<file path="src/hw/rtl/otba_pkg.sv">
`timescale 1ns / 1ps
`default_nettype none
package otba_pkg;
    localparam int SLOT_COUNT = 64;
    localparam int TASK_COUNT = 8;
    localparam int PROC_COUNT = 64;
    localparam int ADDR_WIDTH = 32;
    localparam int SLOT_W     = $clog2(SLOT_COUNT);
    localparam int CNT_W      = SLOT_W + 1;
    localparam logic [31:0] ALLOC_LIMIT = 32'h0010_0000;

    typedef logic [ADDR_WIDTH-1:0] t_addr;
    typedef logic [SLOT_W-1:0]     t_slot;
    typedef logic [CNT_W-1:0]      t_cnt;

    typedef enum logic [1:0] {
        REQ_ALLOC = 2'd0,
        REQ_FREE  = 2'd1,
        REQ_QUERY = 2'd2,
        REQ_NONE  = 2'd3
    } t_req;

    typedef enum logic [1:0] {
        ST_OK       = 2'd0,
        ST_FAIL     = 2'd1,
        ST_MISMATCH = 2'd2
    } t_status;

    typedef enum logic [0:0] {
        CFG_HEAP_BASE = 1'b0,
        CFG_HEAP_SIZE = 1'b1
    } t_cfg;

    typedef enum logic [4:0] {
        S_IDLE,
        S_DECODE,
        S_BUILD,
        S_AFIND_RD,
        S_AFIND_CHK,
        S_ASPARE_RD,
        S_ASPARE_CHK,
        S_AWR_SPARE,
        S_AWR_HIT,
        S_FFIND_RD,
        S_FFIND_CHK,
        S_FWR_REL,
        S_MCUR_RD,
        S_MCUR_LATCH,
        S_MSCAN_RD,
        S_MSCAN_CHK,
        S_MWR_A,
        S_MWR_B,
        S_QSCAN_RD,
        S_QSCAN_CHK,
        S_DONE
    } t_state;

    // one table entry
    typedef struct packed {
        t_addr       base;
        t_addr       size;
        logic signed [7:0] owner;
        logic        used;
    } t_entry;

    localparam int ENTRY_W = 2 * ADDR_WIDTH + 9;

    // slot table access between sequencer and table
    typedef struct packed {
        logic   we;
        t_slot  waddr;
        t_entry wdata;
        t_slot  raddr;
    } t_tbl_req;

    function automatic logic owner_ok(input logic signed [7:0] id);
        owner_ok = ($signed({id[7], id}) >= $signed(9'(-TASK_COUNT))) &&
                   ($signed({id[7], id}) <  $signed(9'(PROC_COUNT)));
    endfunction
endpackage
`default_nettype wire

</file>
<file path="src/hw/rtl/otba_ram.sv">
`timescale 1ns / 1ps
`default_nettype none
module otba_ram #(
    parameter int WIDTH = 8,
    parameter int DEPTH = 64
) (
    input  wire logic                     i_clk,
    input  wire logic                     i_we,
    input  wire logic [$clog2(DEPTH)-1:0] i_waddr,
    input  wire logic [WIDTH-1:0]         i_wdata,
    input  wire logic [$clog2(DEPTH)-1:0] i_raddr,
    output logic      [WIDTH-1:0]         o_rdata
);
    logic [WIDTH-1:0] r_mem [DEPTH];

    // write port and registered read
    always_ff @(posedge i_clk) begin
        if (i_we) begin
            r_mem[i_waddr] <= i_wdata;
        end
        o_rdata <= r_mem[i_raddr];
    end
endmodule
`default_nettype wire

</file>
<file path="src/hw/rtl/otba_table.sv">
`timescale 1ns / 1ps
`default_nettype none
module otba_table (
    input  wire logic              i_clk,
    input  wire logic              i_rst_n,
    input  wire otba_pkg::t_tbl_req i_req,
    input  wire logic              i_clear,
    output otba_pkg::t_entry       o_rdata
);
    import otba_pkg::*;

    logic [SLOT_COUNT-1:0] r_valid;
    logic [SLOT_COUNT-1:0] n_valid;
    logic [ENTRY_W-1:0]    w_raw;
    logic                  r_rd_valid;
    t_entry                w_ent;

    otba_ram #(.WIDTH(ENTRY_W), .DEPTH(SLOT_COUNT)) u_ram (
        .i_clk  (i_clk),
        .i_we   (i_req.we),
        .i_waddr(i_req.waddr),
        .i_wdata(i_req.wdata),
        .i_raddr(i_req.raddr),
        .o_rdata(w_raw)
    );

    // drop all marks on clear, then mark the entry written in the same cycle
    always_comb begin
        n_valid = i_clear ? '0 : r_valid;
        if (i_req.we) n_valid[i_req.waddr] = 1'b1;
    end

    // track written entries; unwritten ones read as the reset entry
    always_ff @(posedge i_clk) begin
        if (!i_rst_n) begin
            r_valid <= '0;
        end else begin
            r_valid <= n_valid;
        end
        r_rd_valid <= r_valid[i_req.raddr] && !(!i_rst_n || i_clear);
    end

    assign w_ent = w_raw;

    always_comb begin
        if (r_rd_valid) begin
            o_rdata = w_ent;
        end else begin
            o_rdata = '{base: '0, size: '0, owner: -8'sd1, used: 1'b0};
        end
    end
endmodule
`default_nettype wire

</file>
<file path="config.mk">
export PLATFORM = sky130hd
export DESIGN_NAME = otba_table
export DESIGN_NICKNAME = d
export VERILOG_FILES = /design/src/hw/rtl/otba_pkg.sv /design/src/hw/rtl/otba_ram.sv /design/src/hw/rtl/otba_table.sv
export SDC_FILE = /design/constraint.sdc
export NUM_CORES = 2
export LEC_CHECK = 0
export BUFFER_PORTS_ARGS = -buffer_cell sky130_fd_sc_hd__clkbuf_2
export CAP_MARGIN = 20
export CORE_MARGIN = 8
export CORE_UTILIZATION = 38
export DETAILED_ROUTE_END_ITERATION = 16
export GPL_ROUTABILITY_DRIVEN = 1
export HOLD_SLACK_MARGIN = 0.06
export RECOVER_POWER = 25
export SYNTH_ARGS = -nofsm -noshare
export SYNTH_HDL_FRONTEND = slang
export SYNTH_MEMORY_MAX_BITS = 65536
export SYNTH_SLANG_ARGS = --single-unit
</file>
<file path="constraint.sdc">
create_clock -name i_clk -period 8.7 [get_ports i_clk]
set_input_delay 1.74 -clock i_clk [delete_from_list [all_inputs] [get_ports i_clk]]
set_output_delay 1.74 -clock i_clk [all_outputs]
set_load 0.02 [all_outputs]
</file>
==> qor.csv <==
stage;metric;value;unit
route;postRouteAntennaNets;0;
route;top_layer;met5;
layout;layout_commonest_cell;edfxtp_1;
timing;setup_tns;0;ps
layout;design_area;207000;sq um
clocking;path_clk_slew;60;ps
floorplan;fp.dieArea;500000;sq um
floorplan;chipWidth;707;microns
clocking;cts_hold_buf;0;
critical_path;cp.required;6960;ps
pwr;max-vdd-ir-drop;0.178;mV
timing;worst_slack;3680;ps
logic_synthesis;yosysTopAreaCellShare;77.3;%
critical_path;rrSetupSlack;6370;ps
logic_synthesis;synth_cell_types;38;
floorplan;rows;254;
outcome;status;finished, violations left;
logic_synthesis;synth-adder-area-share;0;%
clocking;clock-sinks;4810;
logic_synthesis;synth_compound_area_share;2.59;%
logic_synthesis;syn-num-nets;7954;
timing;fin_skew;54.3;ps
critical_path;crit_type;reg -> out;
floorplan;io_pins;162;
layout;multi_input_area;36800;sq um
placement;place_ws;3260;ps
placement;placedInstanceArea;191000;sq um
floorplan;start_util;38.0;%
placement;numPortBuffers;161;
hold_path;hp-class;reg -> reg;
logic_synthesis;synth_mux_area_share;16.3;%
critical_path;cpPeakStageDelay;840;ps
critical_path;worstPathArrival;3280;ps
placement;dp.cells;14200;
timing;maxSlewViolCount;2243;
global_route;grt_antenna_before_repair;38;
route;drc;0;
route;drt_iter0_markers;10900;
critical_path;endpoint_kind;output port;
global_route;grt_first_pass_wirelength;694000;microns
logic_synthesis;synth_top_area_cell;edfxtp_1;
pwr;power_leakage;63.9;nW
logic_synthesis;synth_top_family_by_area;multiplexers;
route;viasPerCell;5.78;
clocking;cts_root_buf;clkbuf_16;
pwr;cellPowerDensity;232;nW/um^2
critical_path;cp_cell_sequence;buf_4 -> and2_1 -> clkbuf_2;
global_route;grt_max_degree;125;
global_route;grt_pass1_vias;88800;
hold_path;hold_path_startpoint;r_valid[23];
flow_run;cap_violations;41;
logic_synthesis;avgSynthCellArea;23.1;sq um
route;met1Wirelength;201000;microns
logic_synthesis;synthSimpleGateAreaFrac;1.06;%
layout;fin_cells;15200;
outcome;violations;capacitance limit, slew limit;
layout;nets;8433;
clocking;h-tree-depth;5;
layout;drive_above_1_share;26.7;%
logic_synthesis;syn_inst;7865;
clocking;cts_buffers;469;
floorplan;die_h;707;microns
timing;finalHoldViolCount;0;
critical_path;r2r-end;u_ram.o_rdata[11];
route;wl_per_cell;32.9;microns
layout;nFillCells;40000;
timing;relSlewSlack;-64.7;%
layout;mostFrequentLayoutCells;4,672 x edfxtp_1, 1,171 x mux4_2, 473 x clkbuf_16, 309 x mux2i_1, 218 x buf_4;
clocking;insertion_delay;1000;ps
critical_path;critical_path.top_delay_family;buffers and inverters;
logic_synthesis;ys_warn_count;0;
timing;tightest_slew;2470;ps
logic_synthesis;synth_xor_xnor_area_share;0;%
timing;setup_viol;0;
logic_synthesis;seq_area_frac_synth;78.8;%
route;wl;498000;microns
clocking;clockBufferDepth;4;
logic_synthesis;ys_ff_latch;4810;
placement;dp_hpwl;265000;microns
layout;synthToLayoutAreaGrowth;13.8;%
hold_path;hold_path_end;r_valid[23];
hold_path;whs_path_depth;2;
global_route;grt-ovfl-total;0;
critical_path;path_buf_inv;2;
logic_synthesis;syn-cell-area;181000;sq um
route;vias;87500;
clocking;cts_tree;yes;
clocking;post_cts_buffers;0;
clocking;cts_resized;0;
timing;period_share;57.7;%
logic_synthesis;synth.top_cells.by_area;edfxtp_1 77%, mux4_2 15%, mux2i_1 1.7%;
floorplan;core;477000;sq um
timing;fin_crit;5020;ps
critical_path;crit_path_max_fanout;44;
critical_path;timing.rr.start;u_ram.r_mem[2][11];
layout;seq_area;143000;sq um
route;wl_met3;40000;microns
global_route;grt_use_total;19.3;%
critical_path;rr_worst_depth;4;
critical_path;slowest_stage;dfxtp_4;
placement;gp_congestion;0.761;
timing;rsz0062_at_grt;false;
route;firstDrtPassIters;6;
critical_path;setup.worst_path.start_class;flop;
route;wl_met2;243000;microns
timing;fmax;0.199;GHz
[synth_stat cells, drive strengths merged]
master / number
or3: 2
nand2b: 12
o211ai: 60
a221oi: 161
o21ai: 211
nand3b: 8
nor2: 69
mux4: 1171
a2111oi: 1
nand2: 91
o221ai: 60
o31ai: 1
nand3: 44
o311ai: 1
edfxtp: 4672
or2: 61
mux2i: 309
a21oi: 134
inv: 9
clkbuf: 234
and2: 68
nand4: 2
nor2b: 6
nor3b: 1
dfxtp: 138
and2b: 1
mux2: 14
nand4b: 5
buf: 229
or3b: 4
a22oi: 26
o22ai: 60
[area by class of cell]
type                    count  area share, %
well taps                6400           3.88
inverters                   9         0.0200
multi-input cells        2583           17.8
repair buffers            471           1.75
clock inverters           249           1.21
diodes                      9         0.0109
clock buffers             619           6.09
flip-flops and latches   4810           69.2
[report_power, final]
part	internal, mW	switching, mW
sequential	25.6	0.110
combinational	0.777	1.38
clock	11.3	8.67
[worst min-delay path, stage by stage, from the launching register on]
cell,delay [ps]
dfxtp_1,320
nand2_1,40
o21ai_0,50
[cells by family (layout without fill, tap and decap cells)]
logic type / count (synthesis) / after routing
AO/OA/AOI/OAI: 715 / 715
other: 0 / 9
multiplexers: 1494 / 1494
AND/OR/NAND/NOR: 374 / 374
flip-flops: 4810 / 4810
buffers and inverters: 472 / 1348
[sequential cells by signal, indices dropped and copies added, names as in the netlist]
name and flops:
r_valid 64, u_ram.r_mem 4672, u_ram.o_rdata 73, r_rd_valid 1
[per-stage QoR]
| step | total power [mW] | hold WS [ps] | utilization (%) |
|---|---|---|---|
| after floorplan | 27.4 | 420 | - |
| after global placement | 28.4 | 428 | 40.1 |
| after detailed placement | 28.4 | 438 | 40.1 |
| after CTS | 48.2 | 451 | 43.3 |
| after global routing | 49.1 | 469 | 43.3 |
| final | 47.9 | 450 | 43.3 |
[worst max path at each step]
stage	slack, ps	cells after the start	from	to
floorplan	2530	4	i_req[84]	u_ram.r_mem[32][0]
global placement	3280	6	i_req[80]	u_ram.r_mem[34][19]
detailed placement	3260	6	i_req[80]	u_ram.r_mem[34][19]
CTS	3330	3	r_rd_valid	o_rdata[33]
global route	3410	3	r_rd_valid	o_rdata[33]
finish	3680	3	r_rd_valid	o_rdata[33]
[layer usage]
layer / global-route usage (%) / vias to the layer above
li1: - / 34600
met1: 26.8 / 48000
met2: 31.8 / 4140
met3: 3.07 / 693
met4: 5.29 / 14
met5: 0 / -
Power figures use the tool's default switching activity.
