===== config.mk =====
export PLATFORM = sky130hd
export DESIGN_NAME = otba_seq
export DESIGN_NICKNAME = d
export VERILOG_FILES = /design/src/hw/rtl/otba_pkg.sv /design/src/hw/rtl/otba_seq.sv
export SDC_FILE = /design/constraint.sdc
export NUM_CORES = 1
export LEC_CHECK = 0
export ABC_AREA = 0
export BUFFER_PORTS_ARGS = -buffer_cell sky130_fd_sc_hd__buf_2
export CAP_MARGIN = 40
export CORE_UTILIZATION = 30
export DETAILED_ROUTE_END_ITERATION = 8
export GPL_TIMING_DRIVEN = 0
export PLACE_DENSITY = 0.57
export SLEW_MARGIN = 20
export SYNTH_ARGS = -nofsm -noshare
export SYNTH_HDL_FRONTEND = slang
export SYNTH_SLANG_ARGS = --single-unit

===== constraint.sdc =====
create_clock -name i_clk -period 9.25 [get_ports i_clk]
set_clock_uncertainty 0.2 [all_clocks]
set_input_delay 1.85 -clock i_clk [delete_from_list [all_inputs] [get_ports i_clk]]
set_output_delay 1.85 -clock i_clk [all_outputs]
set_load 0.1 [all_outputs]

===== src/hw/rtl/otba_pkg.sv =====
`timescale 1ns / 1ps
`default_nettype none
package otba_pkg;
    localparam int SLOT_COUNT = 64;
    localparam int TASK_COUNT = 8;
    localparam int PROC_COUNT = 64;
    localparam int ADDR_WIDTH = 32;
    localparam int SLOT_W     = $clog2(SLOT_COUNT);
    localparam int CNT_W      = SLOT_W + 1;
    localparam logic [31:0] ALLOC_LIMIT = 32'h0010_0000;

    typedef logic [ADDR_WIDTH-1:0] t_addr;
    typedef logic [SLOT_W-1:0]     t_slot;
    typedef logic [CNT_W-1:0]      t_cnt;

    typedef enum logic [1:0] {
        REQ_ALLOC = 2'd0,
        REQ_FREE  = 2'd1,
        REQ_QUERY = 2'd2,
        REQ_NONE  = 2'd3
    } t_req;

    typedef enum logic [1:0] {
        ST_OK       = 2'd0,
        ST_FAIL     = 2'd1,
        ST_MISMATCH = 2'd2
    } t_status;

    typedef enum logic [0:0] {
        CFG_HEAP_BASE = 1'b0,
        CFG_HEAP_SIZE = 1'b1
    } t_cfg;

    typedef enum logic [4:0] {
        S_IDLE,
        S_DECODE,
        S_BUILD,
        S_AFIND_RD,
        S_AFIND_CHK,
        S_ASPARE_RD,
        S_ASPARE_CHK,
        S_AWR_SPARE,
        S_AWR_HIT,
        S_FFIND_RD,
        S_FFIND_CHK,
        S_FWR_REL,
        S_MCUR_RD,
        S_MCUR_LATCH,
        S_MSCAN_RD,
        S_MSCAN_CHK,
        S_MWR_A,
        S_MWR_B,
        S_QSCAN_RD,
        S_QSCAN_CHK,
        S_DONE
    } t_state;

    // one table entry
    typedef struct packed {
        t_addr       base;
        t_addr       size;
        logic signed [7:0] owner;
        logic        used;
    } t_entry;

    localparam int ENTRY_W = 2 * ADDR_WIDTH + 9;

    // slot table access between sequencer and table
    typedef struct packed {
        logic   we;
        t_slot  waddr;
        t_entry wdata;
        t_slot  raddr;
    } t_tbl_req;

    function automatic logic owner_ok(input logic signed [7:0] id);
        owner_ok = ($signed({id[7], id}) >= $signed(9'(-TASK_COUNT))) &&
                   ($signed({id[7], id}) <  $signed(9'(PROC_COUNT)));
    endfunction
endpackage
`default_nettype wire


===== src/hw/rtl/otba_seq.sv =====
`timescale 1ns / 1ps
`default_nettype none
module otba_seq (
    input  wire logic              i_clk,
    input  wire logic              i_rst_n,
    input  wire logic              i_start,
    input  wire otba_pkg::t_req    i_kind,
    input  wire otba_pkg::t_addr   i_addr,
    input  wire logic [31:0]       i_len,
    input  wire logic signed [7:0] i_owner,
    input  wire otba_pkg::t_addr   i_heap_base,
    input  wire otba_pkg::t_addr   i_heap_size,
    input  wire otba_pkg::t_entry  i_rdata,
    output otba_pkg::t_tbl_req     o_tbl,
    output logic                   o_clear,
    output logic                   o_busy,
    output logic                   o_done,
    output otba_pkg::t_status      o_status,
    output otba_pkg::t_addr        o_grant,
    output logic                   o_owned
);
    import otba_pkg::*;

    t_state r_state, n_state;
    t_req   r_kind;
    t_addr  r_addr;
    logic [31:0] r_len;
    logic signed [7:0] r_owner;
    logic   r_ready_tbl, n_ready_tbl;
    t_cnt   r_n, n_n;
    t_slot  r_hit, n_hit;
    t_slot  r_cur, n_cur;
    t_entry r_hit_e, n_hit_e;
    t_entry r_cur_e, n_cur_e;
    t_entry r_n_e, n_n_e;
    t_status r_status, n_status;
    t_addr  r_grant, n_grant;
    logic   r_owned, n_owned;
    logic   r_mdir, n_mdir;

    // shared adder for the spare split and merge sums
    t_addr  w_sum_a, w_sum_b, w_sum;
    assign w_sum = w_sum_a + w_sum_b;

    logic [32:0] w_qend;
    assign w_qend = {1'b0, r_addr} + {1'b0, r_len};

    t_slot w_n_slot;
    assign w_n_slot = r_n[SLOT_W-1:0];

    // next state
    always_comb begin
        n_state = r_state;
        unique case (r_state)
            S_IDLE:       if (i_start) n_state = S_DECODE;
            S_DECODE: begin
                unique case (r_kind)
                    REQ_ALLOC: begin
                        if (r_len == '0 || !owner_ok(r_owner) || r_len > ALLOC_LIMIT)
                            n_state = S_DONE;
                        else if (!r_ready_tbl) n_state = S_BUILD;
                        else n_state = S_AFIND_RD;
                    end
                    REQ_FREE:  n_state = (r_addr == '0) ? S_DONE : S_FFIND_RD;
                    REQ_QUERY: n_state = (r_len == '0 || !owner_ok(r_owner)) ?
                                         S_DONE : S_QSCAN_RD;
                    default:   n_state = S_DONE;
                endcase
            end
            S_BUILD:      n_state = S_AFIND_RD;
            S_AFIND_RD:   n_state = (r_n == t_cnt'(SLOT_COUNT)) ? S_DONE : S_AFIND_CHK;
            S_AFIND_CHK:  n_state = (!i_rdata.used && i_rdata.size >= r_len) ?
                                    S_ASPARE_RD : S_AFIND_RD;
            S_ASPARE_RD:  n_state = (r_n == t_cnt'(SLOT_COUNT)) ? S_DONE : S_ASPARE_CHK;
            S_ASPARE_CHK: n_state = (i_rdata.size == '0) ? S_AWR_SPARE : S_ASPARE_RD;
            S_AWR_SPARE:  n_state = S_AWR_HIT;
            S_AWR_HIT:    n_state = S_DONE;
            S_FFIND_RD:   n_state = (r_n == t_cnt'(SLOT_COUNT)) ? S_DONE : S_FFIND_CHK;
            S_FFIND_CHK: begin
                if (i_rdata.used && i_rdata.base == r_addr)
                    n_state = (i_rdata.owner != r_owner) ? S_DONE : S_FWR_REL;
                else n_state = S_FFIND_RD;
            end
            S_FWR_REL:    n_state = S_MSCAN_RD;
            S_MCUR_RD:    n_state = S_MCUR_LATCH;
            S_MCUR_LATCH: n_state = S_MSCAN_RD;
            S_MSCAN_RD:   n_state = (r_n == t_cnt'(SLOT_COUNT)) ? S_DONE : S_MSCAN_CHK;
            S_MSCAN_CHK: begin
                if ((w_n_slot - t_slot'(1)) == r_cur || i_rdata.used ||
                    i_rdata.size == '0)
                    n_state = S_MSCAN_RD;
                else if (i_rdata.base + i_rdata.size == r_cur_e.base ||
                         r_cur_e.base + r_cur_e.size == i_rdata.base)
                    n_state = S_MWR_A;
                else n_state = S_MSCAN_RD;
            end
            S_MWR_A:      n_state = S_MWR_B;
            S_MWR_B:      n_state = r_mdir ? S_MCUR_RD : S_MSCAN_RD;
            S_QSCAN_RD:   n_state = (r_n == t_cnt'(SLOT_COUNT)) ? S_DONE : S_QSCAN_CHK;
            S_QSCAN_CHK:  n_state = (n_owned) ? S_DONE : S_QSCAN_RD;
            S_DONE:       n_state = S_IDLE;
            default:      n_state = S_IDLE;
        endcase
    end

    // datapath and table control
    always_comb begin
        n_ready_tbl = r_ready_tbl;
        n_n = r_n;
        n_hit = r_hit;
        n_cur = r_cur;
        n_hit_e = r_hit_e;
        n_cur_e = r_cur_e;
        n_n_e = r_n_e;
        n_status = r_status;
        n_grant = r_grant;
        n_owned = r_owned;
        n_mdir = r_mdir;
        o_clear = 1'b0;
        o_tbl = '0;
        o_tbl.raddr = w_n_slot;
        w_sum_a = r_cur_e.base;
        w_sum_b = r_cur_e.size;
        unique case (r_state)
            S_DECODE: begin
                n_status = (r_kind == REQ_QUERY) ? ST_OK : ST_FAIL;
                n_grant = '0;
                n_owned = 1'b0;
                n_n = '0;
            end
            S_BUILD: begin
                o_clear = 1'b1;
                n_ready_tbl = 1'b1;
                o_tbl.we = 1'b1;
                o_tbl.waddr = '0;
                o_tbl.wdata = '{base: i_heap_base, size: i_heap_size,
                                owner: -8'sd1, used: 1'b0};
            end
            S_AFIND_RD, S_FFIND_RD, S_MSCAN_RD, S_QSCAN_RD, S_ASPARE_RD: begin
                o_tbl.raddr = w_n_slot;
            end
            S_AFIND_CHK: begin
                if (!i_rdata.used && i_rdata.size >= r_len) begin
                    n_hit = w_n_slot - t_slot'(1);
                    n_hit_e = i_rdata;
                    n_n = t_cnt'(1);
                end
            end
            S_ASPARE_CHK: begin
                if (i_rdata.size == '0) n_cur = w_n_slot - t_slot'(1);
            end
            S_AWR_SPARE: begin
                w_sum_a = r_hit_e.base;
                w_sum_b = r_len;
                o_tbl.we = 1'b1;
                o_tbl.waddr = r_cur;
                o_tbl.wdata = '{base: w_sum, size: r_hit_e.size - r_len,
                                owner: r_hit_e.owner, used: 1'b0};
            end
            S_AWR_HIT: begin
                o_tbl.we = 1'b1;
                o_tbl.waddr = r_hit;
                o_tbl.wdata = '{base: r_hit_e.base, size: r_len,
                                owner: r_owner, used: 1'b1};
                n_status = ST_OK;
                n_grant = r_hit_e.base;
            end
            S_FFIND_CHK: begin
                if (i_rdata.used && i_rdata.base == r_addr) begin
                    n_status = (i_rdata.owner != r_owner) ? ST_MISMATCH : ST_OK;
                    n_cur = w_n_slot - t_slot'(1);
                    n_cur_e = i_rdata;
                    n_cur_e.used = 1'b0;
                    n_cur_e.owner = -8'sd1;
                end
            end
            S_FWR_REL: begin
                o_tbl.we = 1'b1;
                o_tbl.waddr = r_cur;
                o_tbl.wdata = r_cur_e;
                n_n = '0;
            end
            S_MCUR_RD: o_tbl.raddr = r_cur;
            S_MCUR_LATCH: begin
                n_cur_e = i_rdata;
                n_n = '0;
            end
            S_MSCAN_CHK: begin
                n_n_e = i_rdata;
                n_hit = w_n_slot - t_slot'(1);
                if (!((w_n_slot - t_slot'(1)) == r_cur || i_rdata.used ||
                      i_rdata.size == '0)) begin
                    if (i_rdata.base + i_rdata.size == r_cur_e.base) n_mdir = 1'b1;
                    else n_mdir = 1'b0;
                end
            end
            S_MWR_A: begin
                // grow the surviving block
                o_tbl.we = 1'b1;
                if (r_mdir) begin
                    w_sum_a = r_n_e.size;
                    w_sum_b = r_cur_e.size;
                    o_tbl.waddr = r_hit;
                    o_tbl.wdata = r_n_e;
                    o_tbl.wdata.size = w_sum;
                end else begin
                    w_sum_a = r_cur_e.size;
                    w_sum_b = r_n_e.size;
                    o_tbl.waddr = r_cur;
                    o_tbl.wdata = r_cur_e;
                    o_tbl.wdata.size = w_sum;
                    n_cur_e.size = w_sum;
                end
            end
            S_MWR_B: begin
                // empty the absorbed block
                o_tbl.we = 1'b1;
                o_tbl.waddr = r_mdir ? r_cur : r_hit;
                o_tbl.wdata = r_mdir ? r_cur_e : r_n_e;
                o_tbl.wdata.base = '0;
                o_tbl.wdata.size = '0;
                n_n = '0;
                if (r_mdir) n_cur = r_hit;
            end
            S_QSCAN_CHK: begin
                if (i_rdata.used && i_rdata.owner == r_owner &&
                    r_addr >= i_rdata.base && r_len <= i_rdata.size &&
                    !w_qend[32] ? 1'b1 : (w_qend[31:0] == '0)) begin
                    if (i_rdata.used && i_rdata.owner == r_owner &&
                        r_addr >= i_rdata.base && r_len <= i_rdata.size &&
                        (r_addr - i_rdata.base) <= (i_rdata.size - r_len))
                        n_owned = 1'b1;
                end
            end
            default: ;
        endcase
        // advance the scan index on each read
        if (r_state == S_AFIND_RD || r_state == S_FFIND_RD || r_state == S_MSCAN_RD ||
            r_state == S_QSCAN_RD || r_state == S_ASPARE_RD) begin
            if (r_n != t_cnt'(SLOT_COUNT)) n_n = r_n + t_cnt'(1);
        end
    end

    always_ff @(posedge i_clk) begin
        if (!i_rst_n) begin
            r_state <= S_IDLE;
            r_ready_tbl <= 1'b0;
        end else begin
            r_state <= n_state;
            r_ready_tbl <= n_ready_tbl;
        end
    end

    // hold request and work registers
    always_ff @(posedge i_clk) begin
        if (r_state == S_IDLE && i_start) begin
            r_kind <= i_kind;
            r_addr <= i_addr;
            r_len <= i_len;
            r_owner <= i_owner;
        end
        r_n <= n_n;
        r_hit <= n_hit;
        r_cur <= n_cur;
        r_hit_e <= n_hit_e;
        r_cur_e <= n_cur_e;
        r_n_e <= n_n_e;
        r_status <= n_status;
        r_grant <= n_grant;
        r_owned <= n_owned;
        r_mdir <= n_mdir;
    end

    // outputs
    always_comb begin
        o_busy = (r_state != S_IDLE);
        o_done = (r_state == S_DONE);
        o_status = r_status;
        o_grant = r_grant;
        o_owned = r_owned;
    end
endmodule
`default_nettype wire


==> impl_metrics.toml <==
[outcome]
status = "finished clean"

[route]
drtIter0Drc = 3113
via_per_inst = 5.88
routed_wl_um = 136000
drcViolationCount = 0
antenna_left = 0
firstDrtPassIters = 9
routedWlPerCell_um = 27.5
via_count = 29100

[synth]
synth_edf_count = 339
synth-seq-cells = 353
syn-num-nets = 3684
async_flop_share = 0
syn_avg_cell_area_um2 = 9.25
ys_seq_area_frac = 0.352
yosys.cell_types.count = 95
synth_top_area_cell = "edfxtp_1"
yosysWarnings = 0
ys.flop_type = "edfxtp_1"
synth_area_um2 = 29700
synth_cells = 3209
synthTopCellsByArea = "edfxtp_1, ha_1, xnor2_1, a21oi_1, nand2_1"
synth_top_area_share = 0.343

[timing]
worst_pin_slew_ns = 0.935
rsz0062_at_grt = "no"
post-route-period-util = 0.977
hold_viol = 0
slew_viol_final = 0
fmaxAchievable_mhz = 111
setup_viol = 0
period_needed_ns = 9.04
relSlewSlack = 0.377

[floorplan]
num_io_pins = 338
die-area_um2 = 100000
initial_core_util = 0.302
rows = 115
die_y_um = 317
die_x_um = 317
fp.coreArea_um2 = 98100

[placed_design]
hpwlAfterDp_um = 112000
portBuffers = 337
gp_congestion = 1.01
place_area_um2 = 33400
dp.cells = 4859

[cells_and_area]
stdcell_count = 4947
stdcell_area_um2 = 35100
area_growth_pct = 18.1
final_util = 0.357
fill_cells = 10200
drive_above_1_share = 0.145
nets = 4095

[min_path]
min_path_cells = 1
hold_path.class = "flop to flop"
hp-start = "r_ready_tbl"
hold_end = "r_ready_tbl"

[global_route]
antenna_found_initial = 8
grt-ovfl-total = 0
grt_pass1_wl_um = 189000
grtUsageTotal = 0.262
grt_max_degree = 55
grt_pass1_vias = 27600

[clock_tree]
holdBufCountCts = 0
clockBufferDepth = 3
clkTransAtPathRegs_ns = 0.06
numCtsBuffers = 45
cts_max_level = 2
clock-sinks = 353
ctsRootBufferMaster = "clkbuf_16"
clock_latency_ns = 0.63
cts_tree = "built"

[power]
p_leak_nw = 14.2
power_density_nw_per_um2 = 353
peakVddDrop_mv = 0.260
total_power_mw = 12.4

[setup_path]
crit_type = "flop to output port"
rrSetupSlack_ns = 2.68
cp.arrival_ns = 6.99
r2r_cells = 25
crit_fanout = 10
r2r_end = "r_state[1]"
required_ns = 7.20
worst_setup_path_start_kind = "flop"
worstReg2RegStart = "r_len[1]"
worstSetupEndpointType = "output port"

[run]
drv_cap = 0
worst max path at each step:
stage	start	end	cells past startpoint
after floorplan	r_state[4]	o_tbl[77]	22
after global placement	i_rdata[9]	r_n[5]	15
after detailed placement	r_state[4]	o_tbl[40]	23
after CTS	r_state[4]	o_tbl[37]	24
after global routing	r_state[4]	o_tbl[45]	23
final	r_state[4]	o_tbl[43]	23
where the power goes:
part / switching, mW / internal (mW)
Clock: 0.792 / 1.15
Combinational: 5.67 / 2.30
Sequential: 0.330 / 2.13
critical path, stage by stage (launching register included):
cell and delay [ns]:
dfxtp_1 0.30, clkbuf_1 0.29, nand2b_2 0.30, nor3_4 0.07, buf_4 0.17, clkbuf_1 0.35
buf_1 0.27, buf_6 0.19, a222oi_1 0.26, inv_1 0.09, ha_1 0.26, fa_1 0.49
a211oi_1 0.36, o21bai_1 0.16, a311o_1 0.37, a2111oi_2 0.42, nor3_1 0.13, o21ai_2 0.24
a21boi_2 0.13, o21ai_2 0.31, o211ai_1 0.18, xnor2_1 0.20, o211ai_1 0.40, buf_4 0.37
state kept, by name (all words and copies together) (netlist names):
register,flops
r_addr,32
r_state,5
r_mdir,1
o_grant,32
r_cur,6
r_hit_e,72
r_owner,8
o_owned,1
r_kind,2
o_status,2
r_len,32
r_hit,6
r_ready_tbl,1
r_cur_e,73
r_n_e,73
r_n,7
final cells by class:
class                           count  area (um2)  area share
Antenna cell                        3        7.51    0.000214
Buffer                            141         594      0.0170
Clock buffer                       58        1280      0.0365
Clock inverter                     26         303     0.00864
Inverter                          172         646      0.0184
Multi-Input combinational cell   2541       18100       0.515
Sequential cell                   353       10500       0.298
Tap cell                         1287        1610      0.0459
Timing Repair Buffer              366        2100      0.0598
kinds of logic after synthesis:
logic type,Yosys count,share of synthesized area
buf+inv,315,0.0419
xor+xnor,226,0.0667
simple gates,968,0.162
mux,54,0.0186
flops,353,0.352
fa+ha+maj,261,0.112
compound gates,1032,0.246
synth_stat cells, types with 36 or more instances:
cell      instances
nor2b_1          45
xnor2_1         135
nand3_1          88
o211ai_1         50
a21oi_1         225
nand2b_1         40
clkbuf_1        120
nand4_1          62
nor3_1           66
a31oi_1          36
inv_1           172
nor2_1          192
a222oi_1         55
nand2_1         270
xor2_1           91
o21a_1           45
o21ai_0         161
mux2i_1          44
and2_1           42
ha_1            254
a21o_1          106
nor4_1           41
a221o_1          62
edfxtp_1        339
through the flow:
step	setup slack, ns	setup TNS (ns)	hold slack (ns)
after global routing	0.0221	0	0.322
after global placement	-1.51	-53.94	0.258
final	0.210	0	0.287
after CTS	0.0470	0	0.286
after floorplan	0.363	0	0.240
after detailed placement	0.296	0	0.270
cell usage in the layout (no fill, tap or decap), types with 30 or more instances in the layout:
cell type	netlist	final
xnor2_1	135	135
buf_2	8	341
and3_1	31	30
o211ai_1	50	50
ha_1	254	254
nor3_1	66	64
nand2_1	270	268
o21a_1	45	45
nand3_1	88	88
a31oi_1	36	36
a21oi_1	225	225
a221oi_1	34	34
and2_1	42	42
edfxtp_1	339	339
clkbuf_16	0	48
clkbuf_1	120	121
inv_1	172	172
nor2_1	192	189
mux2i_1	44	44
nor2b_1	45	45
a21o_1	106	106
nor4_1	41	41
a221o_1	62	62
xor2_1	91	91
a222oi_1	55	55
o21ai_0	161	160
nand4_1	62	62
nand2b_1	40	39
layer usage:
layer  track usage  vias up  routed length, um
met4         0.113        2               6440
met1         0.345    14000              55500
met2         0.429     1536              62300
met5             0        -                  9
met3        0.0357      258              11900
li1              -    13300                  -
repair_timing:
item / CTS / global route
hold endpoints to repair: 0 / 0
endpoints found under the setup margin: 21 / 21
gates resized for setup: 7 / 18
pin swaps: 1 / 0
setup buffers: 2 / 0
Note: power is estimated with default switching activity, not from simulation.
